[src/sv/rgba_ob_pkg.sv]
// ----------------------------------------------------------------------------
// rgba_ob_pkg
// Types and constants shared by the RGBA "over" compositing pipeline.
// ----------------------------------------------------------------------------
package rgba_ob_pkg;

  // Channel full scale
  localparam logic [7:0] CH_MAX     = 8'hFF;
  // Division lanes: blue, green, red, then the output alpha
  localparam int         LANES      = 4;
  localparam int         ALPHA_LANE = 3;
  // One quotient bit per divider cell
  localparam int         STEPS      = 8;
  // Two multiply stages ahead of the divider chain
  localparam int         PREP_DEPTH = 2;
  localparam int         LATENCY    = PREP_DEPTH + STEPS;

  // Input transfer: a top and a bottom colour, R,G,B,A from high byte to low
  typedef struct packed {
    logic [31:0] top_color;
    logic [31:0] bottom_color;
  } blend_in_t;

  // Output transfer
  typedef struct packed {
    logic [31:0] out_color;
    logic        out_valid;
  } blend_out_t;

  // Data handed from one divider cell to the next
  typedef struct packed {
    logic                        vld;  // stage holds an item
    logic                        nz;   // combined alpha is nonzero
    logic [LANES-1:0][15:0]      rem;  // partial remainder, below the divisor
    logic [LANES-1:0][15:0]      div;  // divisor
    logic [LANES-1:0][7:0]       low;  // dividend bits still to bring down
    logic [LANES-1:0][7:0]       quo;  // quotient bits so far
  } div_stage_t;

endpackage

[src/sv/rgba_over_blend.sv]
// ----------------------------------------------------------------------------
// rgba_over_blend
// Porter-Duff "over" compositing of two non-premultiplied RGBA8888 colours.
// ----------------------------------------------------------------------------
// Takes one colour pair in every cycle (busy is always low) and returns each
// blended pixel on a one-cycle done strobe after the multiply stages and the
// divider chain; results come out in order and cannot be held off, so the
// receiver must take them when they appear. The pipeline is two multiply
// stages followed by a chain of eight divider cells, each resolving one
// quotient bit of the three colour channels and of the output alpha. When
// both alphas are zero the result is all zeros with out_valid low.
module rgba_over_blend
  import rgba_ob_pkg::*;
(
  input  logic       clk,
  input  logic       rst,
  input  logic       start,
  output logic       busy,
  input  blend_in_t  operands,
  output logic       done,
  output blend_out_t result
);

  div_stage_t chain [0:STEPS];

  // Never stalls
  assign busy = 1'b0;

  rgba_ob_prep u_prep (
    .clk      (clk),
    .rst      (rst),
    .start    (start),
    .operands (operands),
    .head     (chain[0])
  );

  // Divider cells, one quotient bit each
  for (genvar i = 0; i < STEPS; i++) begin : g_cell
    rgba_ob_cell u_cell (
      .clk  (clk),
      .rst  (rst),
      .prev (chain[i]),
      .next (chain[i+1])
    );
  end

  // Pack the result, dropping it to zero when the weight was zero
  always_comb begin
    done = chain[STEPS].vld;
    if (chain[STEPS].nz) begin
      result.out_color = {chain[STEPS].quo[2], chain[STEPS].quo[1],
                          chain[STEPS].quo[0], chain[STEPS].quo[ALPHA_LANE]};
      result.out_valid = 1'b1;
    end else begin
      result.out_color = '0;
      result.out_valid = 1'b0;
    end
  end

  a_latency: assert property (@(posedge clk) disable iff (rst)
    start |-> ##LATENCY done)
    else $error("transfer did not complete after the pipeline latency");

  a_no_spurious: assert property (@(posedge clk) disable iff (rst)
    done |-> $past(start, LATENCY))
    else $error("result without a matching start");

  a_invalid_zero: assert property (@(posedge clk) disable iff (rst)
    done && !result.out_valid |-> result.out_color == 32'd0)
    else $error("invalid result carries a colour");

  a_alpha_nonzero: assert property (@(posedge clk) disable iff (rst)
    done && result.out_valid |-> result.out_color[7:0] != 8'd0)
    else $error("valid result with zero alpha");

endmodule

[src/sv/rgba_ob_prep.sv]
// ----------------------------------------------------------------------------
// rgba_ob_prep
// Two multiply stages: form the per-channel numerators and the combined alpha
// weight, and load them as the first entry of the divider chain.
// ----------------------------------------------------------------------------
module rgba_ob_prep
  import rgba_ob_pkg::*;
(
  input  logic       clk,
  input  logic       rst,
  input  logic       start,
  input  blend_in_t  operands,
  output div_stage_t head
);

  // First stage registers
  logic                   s1_vld;
  logic [2:0][15:0]       pa;     // ct * at
  logic [2:0][15:0]       pb;     // cb * ab
  logic [7:0]             inv;    // 255 - at
  logic [15:0]            m;      // ab * (255 - at)
  logic [7:0]             at;

  logic [7:0]             at_in;
  logic [7:0]             ab_in;
  logic [7:0]             inv_in;

  assign at_in  = operands.top_color[7:0];
  assign ab_in  = operands.bottom_color[7:0];
  assign inv_in = CH_MAX - at_in;

  // Valid flag of the first stage
  always_ff @(posedge clk) begin
    if (rst) begin
      s1_vld <= 1'b0;
    end else begin
      s1_vld <= start;
    end
  end

  // Multiply colour channels by their alphas
  always_ff @(posedge clk) begin
    for (int c = 0; c < 3; c++) begin
      pa[c] <= 16'(operands.top_color[8*c+8 +: 8] * at_in);
      pb[c] <= 16'(operands.bottom_color[8*c+8 +: 8] * ab_in);
    end
    inv <= inv_in;
    m   <= 16'(ab_in * inv_in);
    at  <= at_in;
  end

  // Second stage: numerators and combined weight
  logic [2:0][23:0] num;
  logic [16:0]      aa_wide;
  logic [15:0]      aa;
  div_stage_t       head_next;

  always_comb begin
    for (int c = 0; c < 3; c++) begin
      num[c] = ({pa[c], 8'd0} - {8'd0, pa[c]}) + 24'(pb[c] * inv);
    end
    aa_wide = 17'(m) + ({1'b0, at, 8'd0} - 17'(at));
    aa      = aa_wide[15:0];

    head_next.vld = s1_vld;
    head_next.nz  = (aa != 16'd0);
    // Colour lanes divide by the combined weight
    for (int c = 0; c < 3; c++) begin
      head_next.rem[c] = num[c][23:8];
      head_next.low[c] = num[c][7:0];
      head_next.div[c] = aa;
      head_next.quo[c] = 8'd0;
    end
    // Alpha lane divides the combined weight by full scale
    head_next.rem[ALPHA_LANE] = {8'd0, aa[15:8]};
    head_next.low[ALPHA_LANE] = aa[7:0];
    head_next.div[ALPHA_LANE] = {8'd0, CH_MAX};
    head_next.quo[ALPHA_LANE] = 8'd0;
  end

  // Load the chain entry; only the valid flag is reset
  always_ff @(posedge clk) begin
    if (rst) begin
      head.vld <= 1'b0;
    end else begin
      head.vld <= head_next.vld;
    end
    head.nz  <= head_next.nz;
    head.rem <= head_next.rem;
    head.div <= head_next.div;
    head.low <= head_next.low;
    head.quo <= head_next.quo;
  end

endmodule

[src/sv/rgba_ob_cell.sv]
// ----------------------------------------------------------------------------
// rgba_ob_cell
// One restoring division step on all four lanes: bring down one dividend bit,
// subtract the divisor where it fits, shift in one quotient bit.
// ----------------------------------------------------------------------------
module rgba_ob_cell
  import rgba_ob_pkg::*;
(
  input  logic       clk,
  input  logic       rst,
  input  div_stage_t prev,
  output div_stage_t next
);

  div_stage_t  step;
  logic [16:0] trial;
  logic [16:0] diff;

  // Trial subtract on each lane
  always_comb begin
    step     = prev;
    trial    = '0;
    diff     = '0;
    for (int l = 0; l < LANES; l++) begin
      trial = {prev.rem[l], prev.low[l][7]};
      diff  = trial - {1'b0, prev.div[l]};
      if (trial >= {1'b0, prev.div[l]}) begin
        step.rem[l] = diff[15:0];
        step.quo[l] = {prev.quo[l][6:0], 1'b1};
      end else begin
        step.rem[l] = trial[15:0];
        step.quo[l] = {prev.quo[l][6:0], 1'b0};
      end
      step.low[l] = {prev.low[l][6:0], 1'b0};
    end
  end

  // Advance the stage; only the valid flag is reset
  always_ff @(posedge clk) begin
    if (rst) begin
      next.vld <= 1'b0;
    end else begin
      next.vld <= step.vld;
    end
    next.nz  <= step.nz;
    next.rem <= step.rem;
    next.div <= step.div;
    next.low <= step.low;
    next.quo <= step.quo;
  end

  // Colour remainders stay below their divisors whenever the weight is nonzero; the alpha remainder always does
  a_rem_colour: assert property (@(posedge clk) disable iff (rst)
    next.vld && next.nz |-> next.rem[0] < next.div[0] && next.rem[1] < next.div[1]
                            && next.rem[2] < next.div[2])
    else $error("colour remainder not below divisor");

  a_rem_alpha: assert property (@(posedge clk) disable iff (rst)
    next.vld |-> next.rem[ALPHA_LANE] < next.div[ALPHA_LANE])
    else $error("alpha remainder not below divisor");

  a_div_hold: assert property (@(posedge clk) disable iff (rst)
    $past(prev.vld) && next.vld |-> next.div == $past(prev.div))
    else $error("divisor changed along the chain");

endmodule
[config.mk]
export PLATFORM = sky130hd
export DESIGN_NAME = rgba_over_blend
export DESIGN_NICKNAME = d
export VERILOG_FILES = /design/src/sv/rgba_ob_pkg.sv /design/src/sv/rgba_over_blend.sv /design/src/sv/rgba_ob_prep.sv /design/src/sv/rgba_ob_cell.sv
export SDC_FILE = /design/constraint.sdc
export NUM_CORES = 2
export LEC_CHECK = 0
export BUFFER_PORTS_ARGS = -buffer_cell sky130_fd_sc_hd__buf_2
export CAP_MARGIN = 20
export CORE_ASPECT_RATIO = 1.25
export CORE_UTILIZATION = 30
export CTS_CLUSTER_DIAMETER = 40
export CTS_CLUSTER_SIZE = 24
export DETAILED_ROUTE_END_ITERATION = 12
export MAX_ROUTING_LAYER = met4
export PLACE_DENSITY = 0.54
export SKIP_CTS_REPAIR_TIMING = 1
export SLEW_MARGIN = 20
export SYNTH_ARGS = -nofsm -noshare
export SYNTH_HDL_FRONTEND = slang
export SYNTH_SLANG_ARGS = --single-unit
export TNS_END_PERCENT = 50
[constraint.sdc]
create_clock -name clk -period 6.5 [get_ports clk]
set_input_delay 0.325 -clock clk [delete_from_list [all_inputs] [get_ports clk]]
set_output_delay 0.325 -clock clk [all_outputs]
set_load 0.1 [all_outputs]
-- Word level (Yosys, flattened, before mapping)
Cells that the tools add are included.
- register bits after elaboration: 1061
- latch bits: 0
- RAM bits: 0
- ROM bits: 0
- input port bits: 67
- word-level logic and storage cells: 274
- memories kept: 0
- $add $sub $neg: 37
- multiply operators: 10
- div/mod/pow operators: 0
- magnitude comparators: 32
- eq/ne operators: 0
- shift-type cells: 0
- multiplexer cells: 61
- bitwise gates (word level): 0
- reductions and logical operators: 1
- operators by type and width (cell ; number):
    2-to-1 mux 16 bit ; 27
    greater-or-equal comparator 17 x 16 -> 1 bit ; 24
    subtractor 16 bit ; 21
    greater-or-equal comparator 17 x 8 -> 1 bit (second input constant) ; 7
    multiplier 8 x 8 -> 16 bit ; 7
    subtractor 16 x 8 -> 16 bit (second input constant) ; 6
    adder 24 bit ; 3
    multiplier 16 x 8 -> 24 bit ; 3
    subtractor 24 x 16 -> 24 bit ; 3
    2-to-1 mux 33 bit ; 1
    2-to-1 mux 1 bit ; 32
    adder 16 bit ; 1
    nonzero test 16 bit ; 1
    subtractor 16 x 8 -> 16 bit ; 1
    subtractor 9 x 8 -> 10 bit (second input constant) ; 1
    greater-or-equal comparator 9 x 8 -> 1 bit (second input constant) ; 1
    2-to-1 mux 9 bit ; 1
    subtractor 8 bit (first input constant) ; 1

-- Longest topological paths before layout
- depth after elaboration: 3
- mapped depth: 21

-- Hierarchy
From an unflattened synthesis, not the netlist that was laid out.
- cells, all modules: 9963
- area, all modules: 99070.0 sq um
- by module, submodules not included (module ; instances ; cells each ; area an instance (sq um) ; sequential area each (sq um)):
    rgba_ob_cell at g_cell[0].u_cell ... ; 7 ; 764 ; 8020.2 ; 3803.6
    rgba_ob_prep ; 1 ; 3786 ; 34719.5 ; 4384.2
    rgba_ob_cell at g_cell[3].u_cell ; 1 ; 792 ; 7942.6 ; 3803.6
    rgba_over_blend ; 1 ; 37 ; 266.5 ; 0.0

-- Least setup slack after synthesis
Ideal clock, no wire load.
- path kind: reg-to-reg
- start point: register u_prep.inv[0]
- end point: register u_prep.head[174] in the netlist's numbering
- library setup time: 127 ps
- data arrival time: 5569 ps
- data required time: 6373 ps
- slack: 804 ps
- stages on the path, launching flop included: 21
- buffers on the path: 2
- period minus slack after synthesis: 5696 ps
- cell sequence: dfxtp_1 > clkbuf_1 > clkbuf_1 > nand2_1 > fa_1 > inv_1 > fa_1 > fa_1 > fa_1 > inv_1 > fa_1 > inv_1 > ha_1 > a21oi_1 > a21oi_1 > a221oi_1 > a21oi_1 > a221oi_1 > o21ai_0 > nor4b_1 > or3_1
- RTL lines (what ; line ; RTL):
    start, declared ; rgba_ob_prep.sv:20 ; logic [7:0] inv;
    start signal, assigned ; rgba_ob_prep.sv:47 ; inv <= inv_in;
    end, declared ; rgba_ob_prep.sv:13 ; output div_stage_t head

==> metrics.md <==
| Metric | Value |
|---|---|
| WP data required | `a little over 7 ns` |
| Worst Clk Skew | `about 0.07 ns` |
| Crit Path Class | `flop to flop` |
| Synth async-reset ratio | `0%` |
| Via count | `about 52000` |
| Top-area cell type share of the netlist area | `around 28%` |
| Post-route clock period utilization | `roughly 94%` |
| Crit start category | `flop` |
| Initial antenna violation count | `7` |
| CTS Buf Count | `162` |
| Mapped Cells | `about 7600` |
| RSZ-0062 raised after global routing | `no` |
| Adder-Cell Fraction of Synth Area | `a little under a third` |
| Routed Antenna Nets | `0` |
| Vias in the first global route | `between 50000 and 60000` |
| Distinct cells, synth | `between 90 and 100` |
| Syn_nets | `approximately 9000` |
| Critical Path AT | `between 6 and 7 ns` |
| Vias per inst | `about 4.7` |
| First-pass GRT wire length | `303000 um` |
| Rows | `201` |
| Final Max Tran Viols | `0` |
| Largest net degree at the start of global routing | `36` |
| Clock root cell | `clkbuf_16` |
| Area of the multi-input gates | `0.0479 sq mm` |
| Run status | `complete, no violations` |
| Count of input and output buffers | `100` |
| Clock Tree Buf Depth | `4` |
| Slew headroom | `between 30% and 40%` |
| R2r setup slk | `0.41 ns` |
| Post-synthesis mux area share | `under 10%` |
| Synth Area in Compound Gates | `under 10%` |
| Final hold vios | `0` |
| IO Count | `between 100 and 150` |
| Setup crit end kind | `flop` |
| Layout net count | `around 9300` |
| DP HPWL | `roughly 160000 um` |
| Drt first pass iters | `6` |
| Initial DRC Count | `around 2000` |
| CTS Sinks | `1017` |
| GR Util All Layers | `about 16%` |
| Die height | `about 550 um` |
| Yosys top cell by area | `dfxtp_1` |
| Final Critical Period | `just over 6 ns` |
| Simple-gate share of the synthesized area | `about 14%` |
| Maxcap violations | `0` |
| FF/Latch Area | `0.0204 sq mm` |
| Clk_lat worst skew | `0.83 ns` |
| Synthesized cell area | `0.0727 sq mm` |
| Placer congestion estimate | `approximately 0.9` |
| Largest family of logic cells by synthesized area | `adder cells` |
| Actual slew at the worst max-slew pin | `between 1 and 1.5 ns` |
| XOR/XNOR Fraction of Synth Area | `around 5.6%` |
| # DRC | `0` |
| Avg Inst Size Synth | `between 9 and 10 sq um` |
| Crit Path Max Fanout | `32` |
| EDFF count, synth | `0` |
| Worst hold path type | `primary input to flop` |
| Area grow syn2layout | `13.7%` |
| Most common cell in the synthesized netlist | `inv_1` |
| Total negative slack | `0 ns` |
| Core footprint | `between 0.2 and 0.25 sq mm` |
| Starting Density | `a little under a third` |
| Die Wd | `about 440 um` |
| CTS tree | `done` |
| FMAX | `164 MHz` |
| CTS H-tree lvls | `4` |
| WL per Instance | `17.4 um` |
| Top post-synthesis cells by count | `1020 x inv_1, 1017 x dfxtp_1, 844 x ha_1, 632 x nand2_1, 613 x fa_1` |
| Die footprint | `between 0.2 and 0.25 sq mm` |
| # setup viols final | `0` |
| Grt ovf | `0` |
| Routed WL | `192000 um` |
| Synth Flop Type | `dfxtp_1` |
| #FFs+latches synth | `slightly above 1000` |
| Count of filler cells inserted in the layout | `between 20000 and 25000` |
| Clk slew on worst S/H paths | `0.06 ns` |
| Ratio of cells with drive above 1 in the final layout | `9.61%` |
| Synth area leaders | `dfxtp_1 28%, fa_1 17%, ha_1 15%` |
| Seq/Total Area, Yosys | `~28%` |
| Syn. warnings | `0` |
worst max-delay path, stage by stage, from the launching register on:
cell and delay (ns):
dfxtp_1 0.69, buf_4 0.46, and2_1 0.21, fa_1 0.45, fa_1 0.52, fa_1 0.52, fa_1 0.54, inv_1 0.05
fa_1 0.51, inv_1 0.05, ha_1 0.36, a21o_1 0.18, a21o_1 0.19, o21ai_0 0.19, a21boi_0 0.18, o311ai_0 0.45
a31o_2 0.24, xnor2_1 0.08
cell usage in the layout, fill, tap and decap left out, types with 77 or more instances in the layout:
cell type  netlist  layout
ha_1           844     844
o21a_1          87      87
nand4_1         77      77
a21o_1         106     106
o21ai_0        169     168
inv_1         1020    1020
a21oi_1        268     268
nand3_1        110     110
mux2_2         275     275
buf_2           19     100
nor3_1         159     159
and2_1         446     446
nand2_1        632     632
xor2_1         122     122
clkbuf_16        0     166
nor2b_1        123     123
fa_1           613     613
dfxtp_1       1017    1015
xnor2_1        344     344
nor2_1         340     340
worst paths after layout:
path,start,to,cells past startpoint
max,u_prep.inv[6],u_prep.head[143],17
min reg2reg,g_cell[4].u_cell.next[38],g_cell[5].u_cell.next[39],0
min,operands[57],u_prep.pa[33],3
max reg2reg,u_prep.inv[6],u_prep.head[143],17
final cells by class:
| cell class | count | share of cell area (%) |
|---|---|---|
| Multi-Input combinational cell | 5384 | 58.0 |
| Sequential cell | 1017 | 24.6 |
| Clock buffer | 192 | 5.31 |
| Tap cell | 3146 | 4.76 |
| Inverter | 1023 | 4.64 |
| Clock inverter | 94 | 1.50 |
| Timing Repair Buffer | 155 | 1.19 |
| Antenna cell | 1 | 0.00303 |
per-layer routing:
metal / routed length (um) / vias to the layer above / global-route usage, %
met5: 0 / - / -
met4: 10900 / 0 / 8.41
met3: 5850 / 429 / 1.77
met2: 98000 / 932 / 29.0
met1: 77400 / 24736 / 17.3
li1: - / 25533 / -
cells by family (layout without fill, tap and decap cells):
group                      Yosys count  after routing
muxes                              331            331
xor gates and xnor gates           466            466
buffers and inverters             1164           1464
other                                1              2
and+or+nand+nor                   2112           2112
adders and majority gates         1457           1457
AOI/OAI and AO/OA                 1017           1017
DFF                               1017           1017
metrics by stage:
step | utilization (%) | instance area [sq um] | worst slack [ns] | cells | hold slack (ns)
final | 34.4 | 82700 | 0.414 | 11012 | 0.0210
after global routing | 34.4 | 82700 | 0.0694 | 11012 | 0.0239
after CTS | 34.3 | 82600 | 0.252 | 10998 | -0.279
after detailed placement | 32.0 | 76900 | 0.331 | 10712 | 0.312
after global placement | 32.0 | 76900 | 0.530 | 10712 | 0.310
after floorplan | - | 72700 | 0.804 | 7565 | 0.310
registers in the layout, indices dropped and copies added, names as in the netlist:
name / cells
u_prep.at: 8
u_prep.pb: 48
u_prep.head: 90
u_prep.inv: 8
u_prep.pa: 48
g_cell.u_cell.next: 798
u_prep.m: 16
u_prep.s1_vld: 1
Power is not shown: default switching activity piles up to over one toggle a cycle in this logic, so the estimate is an artifact.
